$ cat src/hdl/nsc_pkg.sv
`default_nettype none

package nsc_pkg;

    localparam logic [7:0] ChDollar   = 8'h24;
    localparam logic [7:0] ChBang     = 8'h21;
    localparam logic [7:0] ChStar     = 8'h2A;
    localparam logic [7:0] ChComma    = 8'h2C;
    localparam logic [7:0] ChP        = 8'h50;
    localparam int         HeadDepth  = 6;
    localparam logic [2:0] HeadFull   = 3'(HeadDepth);
    localparam logic [2:0] HeadSat    = 3'd7;
    localparam logic [1:0] HexDigits  = 2'd2;

    // Phase of the sentence parser, one-hot.
    typedef enum logic [3:0] {
        PH_START = 4'b0001,
        PH_BODY  = 4'b0010,
        PH_SUM   = 4'b0100,
        PH_SKIP  = 4'b1000
    } t_phase;

    typedef enum logic [2:0] {
        ST_OK        = 3'd0,
        ST_BAD_START = 3'd1,
        ST_NO_STAR   = 3'd2,
        ST_BAD_SUM   = 3'd3,
        ST_NO_COMMA  = 3'd4
    } t_status;

    typedef struct packed {
        t_phase                       phase;
        logic [7:0]                   running_xor;
        logic [7:0]                   received_sum;
        logic [1:0]                   hex_seen;
        logic                         hex_error;
        logic [HeadDepth-1:0][7:0]    head;
        logic [2:0]                   head_length;
        logic                         in_first;
        logic                         comma_found;
        logic                         encap;
        logic                         start_valid;
    } t_sent;

    typedef struct packed {
        t_status    status;
        logic       six_bit;
        logic       proprietary;
        logic [7:0] talker_a;
        logic [7:0] talker_b;
        logic [7:0] type_a;
        logic [7:0] type_b;
        logic [7:0] type_c;
        logic [7:0] computed_sum;
    } t_result;

    localparam t_sent SentClear = '{
        phase:        PH_START,
        running_xor:  8'd0,
        received_sum: 8'd0,
        hex_seen:     2'd0,
        hex_error:    1'b0,
        head:         '0,
        head_length:  3'd0,
        in_first:     1'b1,
        comma_found:  1'b0,
        encap:        1'b0,
        start_valid:  1'b0
    };

    // Returns {not_hex, nibble}.
    function automatic logic [4:0] hex_value(input logic [7:0] c);
        logic [4:0] v;
        if (c >= 8'h30 && c <= 8'h39) begin
            v = {1'b0, 4'(c - 8'h30)};
        end else if (c >= 8'h41 && c <= 8'h46) begin
            v = {1'b0, 4'(c - 8'h37)};
        end else if (c >= 8'h61 && c <= 8'h66) begin
            v = {1'b0, 4'(c - 8'h57)};
        end else begin
            v = 5'b1_0000;
        end
        return v;
    endfunction

endpackage

`default_nettype wire

$ cat src/hdl/nsc_track.sv
`default_nettype none

module nsc_track import nsc_pkg::*; (
    input  wire logic       i_clk,
    input  wire logic       i_rst_n,
    input  wire logic       i_take,
    input  wire logic       i_ch,
    input  wire logic [7:0] i_byte,
    output t_sent           o_next
);

    t_sent r_sent;
    t_sent n_sent;
    logic [4:0] hexv;

    // i_ch carries the final-byte flag of the beat being taken.
    always_comb begin
        n_sent = r_sent;
        hexv   = hex_value(i_byte);
        unique case (r_sent.phase)
            PH_START: begin
                if (i_byte == ChDollar || i_byte == ChBang) begin
                    n_sent.start_valid = 1'b1;
                    n_sent.encap       = (i_byte == ChBang);
                    n_sent.phase       = PH_BODY;
                end else begin
                    n_sent.phase = PH_SKIP;
                end
            end
            PH_BODY: begin
                if (i_byte == ChStar) begin
                    n_sent.phase = PH_SUM;
                end else begin
                    n_sent.running_xor = r_sent.running_xor ^ i_byte;
                    if (i_byte == ChComma) begin
                        n_sent.comma_found = 1'b1;
                        n_sent.in_first    = 1'b0;
                    end else if (r_sent.in_first) begin
                        if (r_sent.head_length < HeadFull) begin
                            n_sent.head[r_sent.head_length] = i_byte;
                        end
                        if (r_sent.head_length != HeadSat) begin
                            n_sent.head_length = r_sent.head_length + 3'd1;
                        end
                    end
                end
            end
            PH_SUM: begin
                if (r_sent.hex_seen != HexDigits) begin
                    if (hexv[4]) begin
                        n_sent.hex_error = 1'b1;
                    end
                    n_sent.received_sum = {r_sent.received_sum[3:0],
                                           hexv[4] ? 4'd0 : hexv[3:0]};
                    n_sent.hex_seen = r_sent.hex_seen + 2'd1;
                end
            end
            PH_SKIP: begin
            end
            default: begin
                n_sent.phase = PH_SKIP;
            end
        endcase
    end

    always_ff @(posedge i_clk) begin
        if (!i_rst_n) begin
            r_sent <= SentClear;
        end else if (i_take) begin
            r_sent <= i_ch ? SentClear : n_sent;
        end
    end

    assign o_next = n_sent;

endmodule

`default_nettype wire

$ cat config.mk
export PLATFORM = sky130hd
export DESIGN_NAME = nsc_track
export DESIGN_NICKNAME = d
export VERILOG_FILES = /design/src/hdl/nsc_pkg.sv /design/src/hdl/nsc_track.sv
export SDC_FILE = /design/constraint.sdc
export NUM_CORES = 1
export LEC_CHECK = 0
export BUFFER_PORTS_ARGS = -buffer_cell sky130_fd_sc_hd__buf_2
export CAP_MARGIN = 20
export CORE_MARGIN = 3
export CORE_UTILIZATION = 45
export CTS_BUF_LIST = sky130_fd_sc_hd__clkbuf_4
export DETAILED_ROUTE_END_ITERATION = 10
export PLACE_DENSITY = 0.78
export REMOVE_ABC_BUFFERS = 1
export SLEW_MARGIN = 0
export SYNTH_ARGS = -nofsm -noshare
export SYNTH_HDL_FRONTEND = slang
export SYNTH_SLANG_ARGS = --single-unit
$ cat constraint.sdc
create_clock -name i_clk -period 3.3 [get_ports i_clk]
set_clock_uncertainty 0.05 [all_clocks]
set_input_delay 0.66 -clock i_clk [delete_from_list [all_inputs] [get_ports i_clk]]
set_output_delay 0.66 -clock i_clk [all_outputs]
set_load 0.01 [all_outputs]
==> metrics.txt <==
run status complete, no violations; delay-heaviest family, CP simple AND/OR/NAND/NOR gates; CP Class primary input to primary output; Worst EP arrival 2.55 ns; drt pass-1 iters 5; Max-slew headroom 57.57%; biggest regs r_sent (78); CTS sink cnt 78; Max Freq 306.5 MHz; WL/cell 18.24 um; initial detailed-routing violation count 275; initial antenna violation count 0; Final Cycle Share 98.86%; minimum clock period 3.262 ns; CP bufs+invs 3; worst r2r src r_sent[75]$_SDFFE_PN0P_; vias in the first global route 4,080; Syn Std Cell Area 0.004507 sq mm; H-tree lvl count 3; Largest register FFs 78; Via density 5.916; Reg clk slew, reported paths 0.12 ns; GP Congestion 0.8578; Clock Latency Late Sink 0.46 ns; maximum VDD drop 158.5 uV; clk buf depth 2; reg2reg setup slack 1.10 ns; DR vias 4,271; sequential fraction of the synthesis area 34.65%; nets 608; first-pass GRT wire length 21,220 um; CP Max Fanout 8; #FFs+latches synth 78; Initial Utilization 47.43%; Final Hold Viols 0; Tightest Pin Transition 0.6347 ns; layout cells sized above 1 36.59%; Top FF cell, synth dfxtp_1; utilization after layout 56.88%; Total Routing Usage GR 23.23%; Max Cap Viol 0; CP Data Required Time 2.59 ns; CTS tree built; CP Cell Sequence buf_2 -> or4b_4 -> o311a_1 -> buf_4 -> nand3b_4 -> mux2_2 -> buf_2; Die Height 106.1 um; Critical Path Max Stage Delay 0.56 ns; Syn. warnings 0; slowest CP cell or4b_4; Crit. End Element primary output; most common cell after layout, fill and taps aside buf_2; hpwl dp 9118 um; Mapped Cells 497; final slew viol count 0; number of unique standard cell types used by synthesis 68; worst setup path start i_byte[7]; # port buffers 88; CP Launch Type primary input; DIE AREA 0.01125 sq mm; largest net degree at the start of global routing 30; Residual DRC 0; Final ANT Viol Nets 0; largest reg by FF count r_sent; Ant. Diodes 0; CTS root buf clkbuf_4; CP dominant cell by count buf_2; Fill cells 849; Row Count 35; hold_sp r_sent[2]$_SDFFE_PN0P_; num ports 90; CTS buffer count 9; Leakage 2.365 nW; chip width 106.1 um; grt ovf 0; drt total wl 13,170 um; PwrDens 318.8 mW/mm^2; Post-synth EDFFs 0; most frequent cells in the layout 87 x buf_2, 78 x dfxtp_1, 64 x nand2_1, 50 x mux2_2, 35 x buf_4; Avg Cell Area, Syn 9.068 sq um; placeable core region 0.009503 sq mm; total power 1.723 mW; DP Area 0.005175 sq mm; FFs w/ async S/R, synth 0%; Design Area, Final 0.005405 sq mm; area delta synth->final 19.93%; Final Setup Violations 0; Worst Hold Class flop to flop
[worst paths after layout]
check / endpoint / cells past startpoint
min: r_sent[2]$_SDFFE_PN0P_ / 2
max: o_next[15] / 7
min reg2reg: r_sent[2]$_SDFFE_PN0P_ / 2
max reg2reg: r_sent[31]$_SDFFE_PN0P_ / 6
[worst min-delay path, delay by kind of cell (launching register included)]
| kind | cells | cell delay, ns |
|---|---|---|
| AOI/OAI and AO/OA | 1 | 0.06 |
| DFF | 1 | 0.32 |
| buffers and inverters | 1 | 0.06 |
[power by group]
group,total (mW),switching (mW),internal [mW]
registers,0.948,0.00391,0.944
logic,0.145,0.102,0.0433
clock network,0.631,0.390,0.241
[layout make-up]
type	instances	area (sq um)	area share, %
Clock inverter	7	81.33	1.505
Inverter	18	67.56	1.250
Tap cell	129	161.4	2.986
Timing Repair Buffer	125	740.7	13.70
Clock buffer	9	67.56	1.250
Multi-Input combinational cell	356	2725	50.42
Sequential cell	78	1562	28.89
[cells by family (layout without fill, tap and decap cells)]
group                    after synthesis  in the layout  synth area share (%)
buffers and inverters                 63            159                 6.135
other                                  1              1               0.08321
flip-flops                            78             78                 34.65
AND/OR/NAND/NOR                      161            161                 20.13
AO/OA/AOI/OAI                        123            123                 21.10
multiplexers                          57             57                 14.52
adder cells (fa/ha/maj)                8              8                 2.221
XOR/XNOR                               6              6                 1.166
[cell usage after synthesis (all sizes together), types with 10 or more instances]
library cell | number | area share, %
a21oi | 10 | 1.1
o211ai | 17 | 2.8
nor2b | 16 | 2.2
nand3 | 12 | 1.3
nand4 | 17 | 2.4
inv | 17 | 1.4
mux2 | 55 | 14
o2bb2ai | 24 | 4.7
dfxtp | 78 | 35
o21ai | 14 | 1.6
clkbuf | 34 | 2.8
buf | 11 | 1.8
nand2 | 64 | 5.3
o22ai | 10 | 1.4
[metrics by stage]
stage	std cells	setup TNS (ns)	setup slack (ns)	hold slack, ns
global placement	704	-0.2209	-0.02509	0.3901
global route	722	-0.01424	-0.007722	0.4372
finish	722	0	0.03772	0.4276
CTS	721	0	0.02048	0.4283
detailed placement	704	-0.6696	-0.05317	0.3922
floorplan	452	-4.274	-0.3140	0.3769
[routing by layer]
metal	track usage, %	up-vias	part of all wire (%)
met5	0	-	0
met4	8.511	0	1.5
met3	3.279	20	7.3
li1	-	2024	-
met1	31.55	2045	43
met2	37.57	182	48
[timing repair]
action | CTS | global route
setup buffers | 1 | 2
gates resized for setup | 5 | 8
gates cloned | 0 | 0
hold buffers | 0 | 0
endpoints found under the setup margin | 35 | 32
pin swaps | 2 | 2
Note: power is estimated with default switching activity, not from simulation.
